File: src/design/rau_pkg.sv
// Shared types and constants of the rational arithmetic unit.
package rau_pkg;

   localparam int DATA_BITS     = 64;
   localparam int CMD_BITS      = 3;
   localparam int WORD_BITS_DEF = 64;

   typedef enum logic [CMD_BITS-1:0] {
      CMD_MAKE     = 3'd0,
      CMD_SIMPLIFY = 3'd1,
      CMD_ADD      = 3'd2,
      CMD_MUL      = 3'd3,
      CMD_LEQ      = 3'd4,
      CMD_EQ       = 3'd5,
      CMD_MAX      = 3'd6
   } cmd_type;

   typedef enum logic [3:0] {
      DP_NOP,
      DP_LOAD,
      DP_MUL,
      DP_DIV,
      DP_LOAD_PQ,
      DP_EUCLID,
      DP_GCD_OUT,
      DP_MOVE_QUO,
      DP_MOVE_PROD,
      DP_ADD_PROD,
      DP_TAKE,
      DP_SET_FLAG,
      DP_SET_ZERO,
      DP_SET_INF,
      DP_SET_ERR
   } dp_op_type;

   typedef enum logic [3:0] {
      SRC_AN, SRC_AD, SRC_BN, SRC_BD, SRC_P, SRC_Q, SRC_RN, SRC_RD, SRC_G
   } src_type;

   typedef enum logic [2:0] {
      DST_AN, DST_AD, DST_BN, DST_BD, DST_P, DST_Q, DST_RN, DST_RD
   } dst_type;

   typedef struct packed {
      dp_op_type op;
      src_type   src_a;
      src_type   src_b;
      dst_type   dst;
      logic      val;
   } dp_cmd_type;

   typedef struct packed {
      logic unit_busy;
      logic a_zero;
      logic b_zero;
      logic a_inf;
      logic b_inf;
      logic rn_zero;
      logic rd_zero;
      logic q_zero;
      logic p_ge_q;
      logic q_ge_p;
      logic rn_fits;
      logic rd_fits;
   } dp_status_type;

endpackage

File: src/design/rau_ctrl.sv
// Controller: sequences multiplies, divisions and Euclid loops for each command.
module rau_ctrl import rau_pkg::*; (
   input  logic                clock,
   input  logic                reset,
   input  logic                start,
   input  logic [CMD_BITS-1:0] req_cmd,
   input  dp_status_type       dp_status,
   output dp_cmd_type          dp_cmd,
   output logic                busy,
   output logic                rsp_valid
);

   typedef enum logic [4:0] {
      S_IDLE, S_DISPATCH, S_MK_CHECK, S_MK_PQ, S_GCD, S_WAIT, S_MK_DN, S_MK_DD,
      S_ADD_M1, S_ADD_M2, S_ADD_M3, S_ADD_FIT, S_ADD_DN, S_ADD_DD, S_ADD_FIT2,
      S_MUL_G1, S_MUL_D1, S_MUL_D2, S_MUL_G2, S_MUL_D3, S_MUL_D4, S_MUL_P1, S_MUL_P2,
      S_MUL_FIT, S_CMP_M1, S_CMP_M2, S_CMP_END, S_ZERO, S_INF, S_ERR, S_DONE
   } state_type;

   typedef enum logic [1:0] {R_MK, R_ADD, R_MUL1, R_MUL2} ret_type;

   state_type  state_ff, state_in, nxt_ff, nxt_in;
   ret_type    ret_ff, ret_in;
   cmd_type    cmd_ff, cmd_in;
   dp_cmd_type fin_ff, fin_in;
   logic       busy_ff, rsp_valid_ff;
   logic       leq_ab, leq_ba;

   function automatic dp_cmd_type mk(input dp_op_type op, input src_type a, input src_type b,
                                     input dst_type d, input logic v);
      dp_cmd_type c;
      c.op    = op;
      c.src_a = a;
      c.src_b = b;
      c.dst   = d;
      c.val   = v;
      return c;
   endfunction

   // With both cross products in p = bn*ad and q = an*bd.
   assign leq_ab = dp_status.a_zero || dp_status.b_inf ||
                   (!dp_status.a_inf && dp_status.p_ge_q);
   assign leq_ba = dp_status.b_zero || dp_status.a_inf ||
                   (!dp_status.b_inf && dp_status.q_ge_p);

   always_comb begin
      state_in = state_ff;
      nxt_in   = nxt_ff;
      ret_in   = ret_ff;
      cmd_in   = cmd_ff;
      fin_in   = fin_ff;
      dp_cmd   = mk(DP_NOP, SRC_AN, SRC_AN, DST_RN, 1'b0);

      case (state_ff)
         S_IDLE: begin
            if (start) begin
               cmd_in   = cmd_type'(req_cmd);
               dp_cmd   = mk(DP_LOAD, SRC_AN, SRC_AN, DST_RN, 1'b0);
               state_in = S_DISPATCH;
            end
         end
         S_DISPATCH: begin
            case (cmd_ff)
               CMD_MAKE, CMD_SIMPLIFY: begin
                  dp_cmd   = mk(DP_TAKE, SRC_AN, SRC_AN, DST_RN, 1'b0);
                  state_in = S_MK_CHECK;
               end
               CMD_ADD: begin
                  if (dp_status.a_zero) begin
                     dp_cmd   = mk(DP_TAKE, SRC_AN, SRC_AN, DST_RN, 1'b1);
                     state_in = S_DONE;
                  end else if (dp_status.b_zero) begin
                     dp_cmd   = mk(DP_TAKE, SRC_AN, SRC_AN, DST_RN, 1'b0);
                     state_in = S_DONE;
                  end else if (dp_status.a_inf || dp_status.b_inf) begin
                     state_in = S_INF;
                  end else begin
                     state_in = S_ADD_M1;
                  end
               end
               CMD_MUL: begin
                  if (dp_status.a_zero || dp_status.b_zero) begin
                     state_in = S_ZERO;
                  end else if (dp_status.a_inf || dp_status.b_inf) begin
                     state_in = S_INF;
                  end else begin
                     state_in = S_MUL_G1;
                  end
               end
               CMD_LEQ, CMD_EQ, CMD_MAX: state_in = S_CMP_M1;
               default: state_in = S_ERR;
            endcase
         end
         S_MK_CHECK: begin
            // Simplify lets a zero denominator through: x/0 reduces to 1/0.
            if (dp_status.rd_zero && (cmd_ff != CMD_SIMPLIFY)) begin
               state_in = S_ERR;
            end else if (dp_status.rn_zero) begin
               state_in = S_ZERO;
            end else begin
               state_in = S_MK_PQ;
            end
         end
         S_MK_PQ: begin
            dp_cmd   = mk(DP_LOAD_PQ, SRC_RN, SRC_RD, DST_RN, 1'b0);
            ret_in   = R_MK;
            state_in = S_GCD;
         end
         S_GCD: begin
            if (dp_status.q_zero) begin
               dp_cmd = mk(DP_GCD_OUT, SRC_P, SRC_P, DST_RN, 1'b0);
               case (ret_ff)
                  R_MK:    state_in = S_MK_DN;
                  R_ADD:   state_in = S_ADD_DN;
                  R_MUL1:  state_in = S_MUL_D1;
                  R_MUL2:  state_in = S_MUL_D3;
                  default: state_in = S_MK_DN;
               endcase
            end else begin
               dp_cmd   = mk(DP_DIV, SRC_P, SRC_Q, DST_RN, 1'b0);
               fin_in   = mk(DP_EUCLID, SRC_P, SRC_Q, DST_RN, 1'b0);
               nxt_in   = S_GCD;
               state_in = S_WAIT;
            end
         end
         S_WAIT: begin
            if (!dp_status.unit_busy) begin
               dp_cmd   = fin_ff;
               state_in = nxt_ff;
            end
         end
         S_MK_DN: begin
            dp_cmd   = mk(DP_DIV, SRC_RN, SRC_G, DST_RN, 1'b0);
            fin_in   = mk(DP_MOVE_QUO, SRC_RN, SRC_G, DST_RN, 1'b0);
            nxt_in   = S_MK_DD;
            state_in = S_WAIT;
         end
         S_MK_DD: begin
            dp_cmd   = mk(DP_DIV, SRC_RD, SRC_G, DST_RD, 1'b0);
            fin_in   = mk(DP_MOVE_QUO, SRC_RD, SRC_G, DST_RD, 1'b0);
            nxt_in   = S_DONE;
            state_in = S_WAIT;
         end
         S_ADD_M1: begin
            dp_cmd   = mk(DP_MUL, SRC_AN, SRC_BD, DST_RN, 1'b0);
            fin_in   = mk(DP_MOVE_PROD, SRC_AN, SRC_BD, DST_RN, 1'b0);
            nxt_in   = S_ADD_M2;
            state_in = S_WAIT;
         end
         S_ADD_M2: begin
            dp_cmd   = mk(DP_MUL, SRC_BN, SRC_AD, DST_RN, 1'b0);
            fin_in   = mk(DP_ADD_PROD, SRC_RN, SRC_AD, DST_RN, 1'b0);
            nxt_in   = S_ADD_M3;
            state_in = S_WAIT;
         end
         S_ADD_M3: begin
            dp_cmd   = mk(DP_MUL, SRC_AD, SRC_BD, DST_RD, 1'b0);
            fin_in   = mk(DP_MOVE_PROD, SRC_AD, SRC_BD, DST_RD, 1'b0);
            nxt_in   = S_ADD_FIT;
            state_in = S_WAIT;
         end
         S_ADD_FIT: begin
            if (dp_status.rn_fits && dp_status.rd_fits) begin
               state_in = S_MK_CHECK;
            end else begin
               dp_cmd   = mk(DP_LOAD_PQ, SRC_RN, SRC_RD, DST_RN, 1'b0);
               ret_in   = R_ADD;
               state_in = S_GCD;
            end
         end
         S_ADD_DN: begin
            dp_cmd   = mk(DP_DIV, SRC_RN, SRC_G, DST_RN, 1'b0);
            fin_in   = mk(DP_MOVE_QUO, SRC_RN, SRC_G, DST_RN, 1'b0);
            nxt_in   = S_ADD_DD;
            state_in = S_WAIT;
         end
         S_ADD_DD: begin
            dp_cmd   = mk(DP_DIV, SRC_RD, SRC_G, DST_RD, 1'b0);
            fin_in   = mk(DP_MOVE_QUO, SRC_RD, SRC_G, DST_RD, 1'b0);
            nxt_in   = S_ADD_FIT2;
            state_in = S_WAIT;
         end
         S_ADD_FIT2: begin
            state_in = (dp_status.rn_fits && dp_status.rd_fits) ? S_MK_CHECK : S_INF;
         end
         S_MUL_G1: begin
            dp_cmd   = mk(DP_LOAD_PQ, SRC_AN, SRC_BD, DST_RN, 1'b0);
            ret_in   = R_MUL1;
            state_in = S_GCD;
         end
         S_MUL_D1: begin
            dp_cmd   = mk(DP_DIV, SRC_AN, SRC_G, DST_AN, 1'b0);
            fin_in   = mk(DP_MOVE_QUO, SRC_AN, SRC_G, DST_AN, 1'b0);
            nxt_in   = S_MUL_D2;
            state_in = S_WAIT;
         end
         S_MUL_D2: begin
            dp_cmd   = mk(DP_DIV, SRC_BD, SRC_G, DST_BD, 1'b0);
            fin_in   = mk(DP_MOVE_QUO, SRC_BD, SRC_G, DST_BD, 1'b0);
            nxt_in   = S_MUL_G2;
            state_in = S_WAIT;
         end
         S_MUL_G2: begin
            dp_cmd   = mk(DP_LOAD_PQ, SRC_BN, SRC_AD, DST_RN, 1'b0);
            ret_in   = R_MUL2;
            state_in = S_GCD;
         end
         S_MUL_D3: begin
            dp_cmd   = mk(DP_DIV, SRC_BN, SRC_G, DST_BN, 1'b0);
            fin_in   = mk(DP_MOVE_QUO, SRC_BN, SRC_G, DST_BN, 1'b0);
            nxt_in   = S_MUL_D4;
            state_in = S_WAIT;
         end
         S_MUL_D4: begin
            dp_cmd   = mk(DP_DIV, SRC_AD, SRC_G, DST_AD, 1'b0);
            fin_in   = mk(DP_MOVE_QUO, SRC_AD, SRC_G, DST_AD, 1'b0);
            nxt_in   = S_MUL_P1;
            state_in = S_WAIT;
         end
         S_MUL_P1: begin
            dp_cmd   = mk(DP_MUL, SRC_AN, SRC_BN, DST_RN, 1'b0);
            fin_in   = mk(DP_MOVE_PROD, SRC_AN, SRC_BN, DST_RN, 1'b0);
            nxt_in   = S_MUL_P2;
            state_in = S_WAIT;
         end
         S_MUL_P2: begin
            dp_cmd   = mk(DP_MUL, SRC_AD, SRC_BD, DST_RD, 1'b0);
            fin_in   = mk(DP_MOVE_PROD, SRC_AD, SRC_BD, DST_RD, 1'b0);
            nxt_in   = S_MUL_FIT;
            state_in = S_WAIT;
         end
         S_MUL_FIT: begin
            state_in = (dp_status.rn_fits && dp_status.rd_fits) ? S_MK_CHECK : S_INF;
         end
         S_CMP_M1: begin
            dp_cmd   = mk(DP_MUL, SRC_BN, SRC_AD, DST_P, 1'b0);
            fin_in   = mk(DP_MOVE_PROD, SRC_BN, SRC_AD, DST_P, 1'b0);
            nxt_in   = S_CMP_M2;
            state_in = S_WAIT;
         end
         S_CMP_M2: begin
            dp_cmd   = mk(DP_MUL, SRC_AN, SRC_BD, DST_Q, 1'b0);
            fin_in   = mk(DP_MOVE_PROD, SRC_AN, SRC_BD, DST_Q, 1'b0);
            nxt_in   = S_CMP_END;
            state_in = S_WAIT;
         end
         S_CMP_END: begin
            case (cmd_ff)
               CMD_LEQ: dp_cmd = mk(DP_SET_FLAG, SRC_AN, SRC_AN, DST_RN, leq_ab);
               CMD_EQ:  dp_cmd = mk(DP_SET_FLAG, SRC_AN, SRC_AN, DST_RN, leq_ab && leq_ba);
               default: dp_cmd = mk(DP_TAKE, SRC_AN, SRC_AN, DST_RN, leq_ab);
            endcase
            state_in = S_DONE;
         end
         S_ZERO: begin
            dp_cmd   = mk(DP_SET_ZERO, SRC_AN, SRC_AN, DST_RN, 1'b0);
            state_in = S_DONE;
         end
         S_INF: begin
            dp_cmd   = mk(DP_SET_INF, SRC_AN, SRC_AN, DST_RN, 1'b0);
            state_in = S_DONE;
         end
         S_ERR: begin
            dp_cmd   = mk(DP_SET_ERR, SRC_AN, SRC_AN, DST_RN, 1'b0);
            state_in = S_DONE;
         end
         S_DONE:  state_in = S_IDLE;
         default: state_in = S_IDLE;
      endcase
   end

   always_ff @(posedge clock) begin
      cmd_ff <= cmd_in;
      ret_ff <= ret_in;
      fin_ff <= fin_in;
      nxt_ff <= nxt_in;
      if (reset) begin
         state_ff     <= S_IDLE;
         busy_ff      <= 1'b0;
         rsp_valid_ff <= 1'b0;
      end else begin
         state_ff     <= state_in;
         busy_ff      <= (state_in != S_IDLE);
         rsp_valid_ff <= (state_in == S_DONE);
      end
   end

   assign busy      = busy_ff;
   assign rsp_valid = rsp_valid_ff;

endmodule

File: config.mk
export PLATFORM = sky130hd
export DESIGN_NAME = rau_ctrl
export DESIGN_NICKNAME = d
export VERILOG_FILES = /design/src/design/rau_pkg.sv /design/src/design/rau_ctrl.sv
export SDC_FILE = /design/constraint.sdc
export NUM_CORES = 1
export LEC_CHECK = 0
export ABC_AREA = 1
export BUFFER_PORTS_ARGS = -buffer_cell sky130_fd_sc_hd__buf_2
export CAP_MARGIN = 10
export CORE_MARGIN = 8
export CORE_UTILIZATION = 40
export DETAILED_ROUTE_END_ITERATION = 8
export GPL_ROUTABILITY_DRIVEN = 0
export PLACE_DENSITY_LB_ADDON = 0.25
export SLEW_MARGIN = 20
export SYNTH_ARGS = -nofsm -noshare
export SYNTH_HDL_FRONTEND = slang
export SYNTH_SLANG_ARGS = --single-unit
File: constraint.sdc
create_clock -name clock -period 3.7 [get_ports clock]
set_input_delay 0.74 -clock clock [delete_from_list [all_inputs] [get_ports clock]]
set_output_delay 0.74 -clock clock [all_outputs]
set_load 0.03 [all_outputs]
==> flow_summary.json, run 1 <==
{
  "pre_cts_ws_ns": 0.702,
  "post_cts_resized": 0,
  "synth_edf_count": 23,
  "clk_pin_slew_ns": 0.07,
  "dpl.cell_count": 453,
  "finalHoldViolCount": 0,
  "cts_setup_buffers": 0,
  "total_power_mw": 2.02,
  "drv_slew": 0,
  "grt_max_degree": 20,
  "cts_max_level": 2,
  "clock_latency_ns": 0.29,
  "drt_iter0_drc": 358,
  "wl_per_cell_um": 15.8,
  "numCtsBuffers": 5,
  "pwr_density_cell_nw_per_um2": 745,
  "cts_root_buf": "clkbuf_8",
  "drive_above_1_share_pct": 19.9,
  "postRouteWirelength_um": 7270,
  "synth.most_common_cell": "nand2_1",
  "die_h_um": 93.3,
  "nets": 405,
  "async_flop_share_pct": 0,
  "die_w_um": 93.3,
  "rsz0062_at_grt": "no",
  "coreArea_sq_um": 5850,
  "cp_max_fo": 19,
  "switching_share_pct": 50.8,
  "max_freq_ghz": 0.301,
  "crit_required_ns": 2.96,
  "vias_per_cell": 5.54,
  "p_switching_mw": 1.02,
  "path_class": "flip-flop to output pin",
  "grt.overflow.total": 0,
  "internal-power_uw": 994,
  "ir_drop_v": 0.000282,
  "synth_area_leaders": "edfxtp_1 (29%), nand2_1 (14%), nand3_1 (7.8%), nor2_1 (7.5%), inv_1 (6.4%)",
  "hpwlAfterDp_um": 5740,
  "antenna_found_initial": 0,
  "num_rows": 28,
  "power_frac_comb_pct": 54.0,
  "antenna_cells": 0,
  "ant_nets": 0,
  "setup_tns_ns": 0,
  "avgSynthCellArea_sq_um": 6.86,
  "p_leak_nw": 1.45,
  "num_vias": 2555,
  "synth_seq_cells": 30,
  "portBuffers": 34,
  "start_util_pct": 40.8,
  "final_area_sq_um": 2710,
  "sequentialPowerShare_pct": 33.3,
  "setup_viol": 0,
  "grt_use_total_pct": 17.1,
  "synthTopCellsByCount": "nand2_1 (91), nor2_1 (48), inv_1 (41)",
  "yosysSeqAreaShare_pct": 34.8,
  "final_cells": 461,
  "synth_cell_type_count": 32,
  "cts_tree": "built",
  "hold_ws_ns": 0.625,
  "design.die.area_sq_um": 8700,
  "final.setup.worst_slack_ns": 0.378,
  "synth_nets": 368,
  "maxSlewHeadroom_pct": 47.6,
  "yosysWarnings": 0,
  "clock-sinks": 30,
  "area_delta_synth_final_pct": 13.4,
  "period_needed_ns": 3.32,
  "drc_errors": 0,
  "cts_buffer_depth": 2,
  "endpoint_kind": "output pin",
  "grt_pass1_wl_um": 11900,
  "grt_pass1_vias": 2406,
  "tightest_slew_ns": 0.786,
  "yosysTopAreaCell": "edfxtp_1",
  "synth_top_area_share_pct": 28.9,
  "placed_area_sq_um": 2630,
  "r2r_cells": 8,
  "synth_area_sq_um": 2390,
  "hold_class": "input port to flip-flop",
  "netlist_instances": 348,
  "post-route-period-util_pct": 89.8,
  "hold_buffers": 0,
  "ios": 36,
  "worstPathArrival_ns": 2.58,
  "start_kind": "flip-flop",
  "clkPwrFrac_pct": 12.7,
  "min_path_cells": 1,
  "final_util_pct": 46.3,
  "outcome": "complete, no violations",
  "finClkSkew_ns": 0.00607,
  "fillers": 597,
  "synth_ff_type": "edfxtp_1",
  "maxCapViolations": 0,
  "drt_first_pass_iters": 5,
  "r2r_slack_ns": 1.15
}
==> area by class of cell <==
cell class                 instances  area [sq um]  share of cell area, %
clock buffer                       6          72.6                   2.68
clock inverter                     2          8.76                  0.323
inverter                          51           196                   7.25
multi-input combinational        262          1330                   49.1
sequential                        30           831                   30.7
tap                               75          93.8                   3.46
timing repair buffer              35           178                   6.56
==> logic make-up after synthesis <==
kind of cell	count (synthesis)	share of synthesized area (%)
AND/OR/NAND/NOR	233	47.6
buffers and inverters	56	9.59
flip-flops	30	34.8
AO/OA/AOI/OAI	26	6.86
adder cells (fa/ha/maj)	2	1.05
other	1	0.157
==> power by group through the flow <==
stage               Clock, mW  Sequential (mW)  Combinational [mW]
global route            0.274            0.689                1.19
CTS                     0.262            0.670                1.08
floorplan                   0            0.633               0.811
finish                  0.256            0.673                1.09
global placement            0            0.677                1.08
detailed placement          0            0.676                1.08
==> routing by layer <==
metal  share of wire [%]  wire length, um  vias up  GRT usage (%)
li1                    -                -     1229              -
met1                  44             3170     1156           22.0
met2                  45             3250      147           27.6
met3                 8.9              648       23           3.29
met4                 2.8              201        0           6.71
met5                   0                0        -              0
==> worst max-delay path, cell delays in order, from the launching register on <==
cell	delay [ns]
dfxtp_1	0.83
inv_4	0.22
nand3_1	0.18
nor2_1	0.12
nand2_1	0.12
clkinv_1	0.29
a21oi_1	0.25
nand3_1	0.08
buf_2	0.19
==> final timing paths <==
kind	startpoint	endpoint
setup / recovery	state_ff[4]	dp_cmd[12]
hold / removal	req_cmd[2]	cmd_ff[2]
setup reg to reg	state_ff[3]	nxt_ff[1]
hold reg to reg	nxt_ff[4]	state_ff[4]
==> layout by cell type, fill, tap and decap left out, drive strengths merged, types with 2 or more instances in the layout <==
| cell | Yosys | layout |
|---|---|---|
| a31oi | 3 | 3 |
| a21oi | 9 | 9 |
| nand4 | 15 | 15 |
| o21ai | 5 | 5 |
| ha | 2 | 2 |
| inv | 49 | 49 |
| a41oi | 3 | 3 |
| a211oi | 3 | 3 |
| nand3 | 45 | 45 |
| edfxtp | 23 | 23 |
| dfxtp | 7 | 7 |
| buf | 5 | 35 |
| nor2 | 63 | 63 |
| clkbuf | 0 | 6 |
| nand2 | 96 | 96 |
| clkinv | 2 | 4 |
| nor3 | 12 | 12 |
==> sequential cells by signal (all words and copies together) (netlist names) <==
name       count
ret_ff         2
busy           1
fin_ff        13
rsp_valid      1
cmd_ff         3
state_ff       5
nxt_ff         5
No activity file was read; power rests on OpenSTA's default activity.
==> inputs of run 2 (changes only) <==
--- a/config.mk
+++ b/config.mk
@@ -6,11 +6,11 @@
 export NUM_CORES = 1
 export LEC_CHECK = 0
 export ABC_AREA = 1
-export BUFFER_PORTS_ARGS = -buffer_cell sky130_fd_sc_hd__buf_2
 export CAP_MARGIN = 10
 export CORE_MARGIN = 8
 export CORE_UTILIZATION = 40
 export DETAILED_ROUTE_END_ITERATION = 8
+export DONT_BUFFER_PORTS = 1
 export GPL_ROUTABILITY_DRIVEN = 0
 export PLACE_DENSITY_LB_ADDON = 0.25
 export SLEW_MARGIN = 20
==> run 2 against run 1 <==
Die area stayed put. Sequential share of layout area rose by 2.0 points. Setup slack worse by 0.051 ns. Critical path depth down 1. Register-to-register slack barely moved. Sequential power rose by 0.6%. Combinational power shrank 7%. Sequential cell count is the same.
==> flow_summary.json, run 2 (synthesized netlist as in run 1, its figures left out) <==
{
  "maxCapViolations": 0,
  "grt_pass1_vias": 2317,
  "ir_drop_v": 0.000327,
  "largest_reg_flops": 13,
  "grt_use_total_pct": 17.1,
  "die_h_um": 93.3,
  "pwr_density_cell_nw_per_um2": 761,
  "drv_slew": 0,
  "cts_setup_buffers": 0,
  "cts_tree": "built",
  "worstPathArrival_ns": 2.63,
  "final_cells": 428,
  "clk_pin_slew_ns": 0.06,
  "endpoint_kind": "output pin",
  "p_leak_nw": 1.30,
  "vias_per_cell": 5.47,
  "ios": 36,
  "area_delta_synth_final_pct": 6.60,
  "clock_latency_ns": 0.29,
  "r2r_cells": 8,
  "grt_pass1_wl_um": 11800,
  "crit_end": "dp_cmd[9]",
  "final_util_pct": 43.5,
  "num_rows": 28,
  "clock-sinks": 30,
  "final.setup.worst_slack_ns": 0.327,
  "crit_required_ns": 2.96,
  "numCtsBuffers": 5,
  "cts_max_level": 2,
  "total_power_mw": 1.94,
  "grt.overflow.total": 0,
  "regMostFlops": "fin_ff",
  "die_w_um": 93.3,
  "pre_cts_ws_ns": 0.630,
  "grt_max_degree": 20,
  "antenna_cells": 0,
  "cts_buffer_depth": 2,
  "layout_common_cells": "nand2_1 (91), nor2_1 (48), inv_1 (41)",
  "wl_per_cell_um": 16.5,
  "reg2reg_from": "state_ff[3]",
  "drt_iter0_drc": 360,
  "outcome": "complete, no violations",
  "top_regs": "fin_ff: 13 flops, nxt_ff: 5 flops, state_ff: 5 flops",
  "path_class": "flip-flop to output pin",
  "r2r_slack_ns": 1.14,
  "num_vias": 2343,
  "design.die.area_sq_um": 8700,
  "maxSlewHeadroom_pct": 47.4,
  "drt_first_pass_iters": 5,
  "postRouteWirelength_um": 7080,
  "ant_nets": 0,
  "post_cts_resized": 0,
  "max_freq_ghz": 0.296,
  "post-route-period-util_pct": 91.2,
  "setup_tns_ns": 0,
  "finClkSkew_ns": 0.00856,
  "dpl.cell_count": 420,
  "finalHoldViolCount": 0,
  "hold_buffers": 0,
  "period_needed_ns": 3.37,
  "antenna_found_initial": 0,
  "drive_above_1_share_pct": 12.5,
  "startpoint": "state_ff[4]",
  "portBuffers": 0,
  "cp_max_fo": 19,
  "fillers": 638,
  "start_util_pct": 40.8,
  "rr_endpoint": "nxt_ff[1]",
  "tightest_slew_ns": 0.788,
  "hold_class": "input port to flip-flop",
  "start_kind": "flip-flop",
  "layout_commonest_cell": "nand2_1",
  "nets": 372,
  "setup_viol": 0,
  "cts_root_buf": "clkbuf_8",
  "rsz0062_at_grt": "no",
  "drc_errors": 0,
  "hpwlAfterDp_um": 5680,
  "coreArea_sq_um": 5850
}
## run 2: cell types whose count changed in the layout (fill, tap and decap cells not counted)
cell,delta
buf_4,+1
buf_2,-34
## run 2: worst max-delay path: stages, from the launching register on
cell and delay, ns:
dfxtp_1 0.82, inv_4 0.22, nand3_1 0.17, nor2_1 0.12, nand2_1 0.12, clkinv_1 0.31
a21oi_1 0.24, nand4_1 0.35
## run 2: area by class of cell
type	instances	area, sq um	share of cell area (%)
multi-input combinational	262	1330	52.2
sequential	30	831	32.6
inverter	51	196	7.71
tap	75	93.8	3.69
clock buffer	6	72.6	2.85
timing repair buffer	2	15.0	0.590
clock inverter	2	8.76	0.344
## run 2: metal layers
layer / vias up / GRT usage (%) / share of wire [%]
met2: 123 / 27.9 / 46
met3: 26 / 5.13 / 9.9
met1: 1030 / 20.7 / 42
met4: 0 / 5.77 / 2.8
met5: - / 0 / 0
li1: 1164 / - / -
## run 2: power by group
| group | internal (mW) | switching [mW] |
|---|---|---|
| registers | 0.563 | 0.114 |
| logic | 0.248 | 0.759 |
| clock network | 0.129 | 0.124 |
## run 2: stage by stage
stage / hold WS (ns) / instance area [sq um]
after CTS: 0.519 / 2550
after floorplan: 0.600 / 2390
after detailed placement: 0.782 / 2460
final: 0.524 / 2550
after global placement: 0.804 / 2460
after global routing: 0.516 / 2550
## run 2: worst min path at each step
stage	start	to	slack, ns	depth (start not counted)
6_report	reset	busy	0.52	1
5_1_grt	reset	state_ff[1]	0.52	1
4_1_cts	reset	state_ff[1]	0.52	1
3_5_place_dp	nxt_ff[4]	state_ff[4]	0.78	4
3_3_place_gp	nxt_ff[1]	state_ff[1]	0.80	8
2_1_floorplan	nxt_ff[4]	state_ff[4]	0.60	4
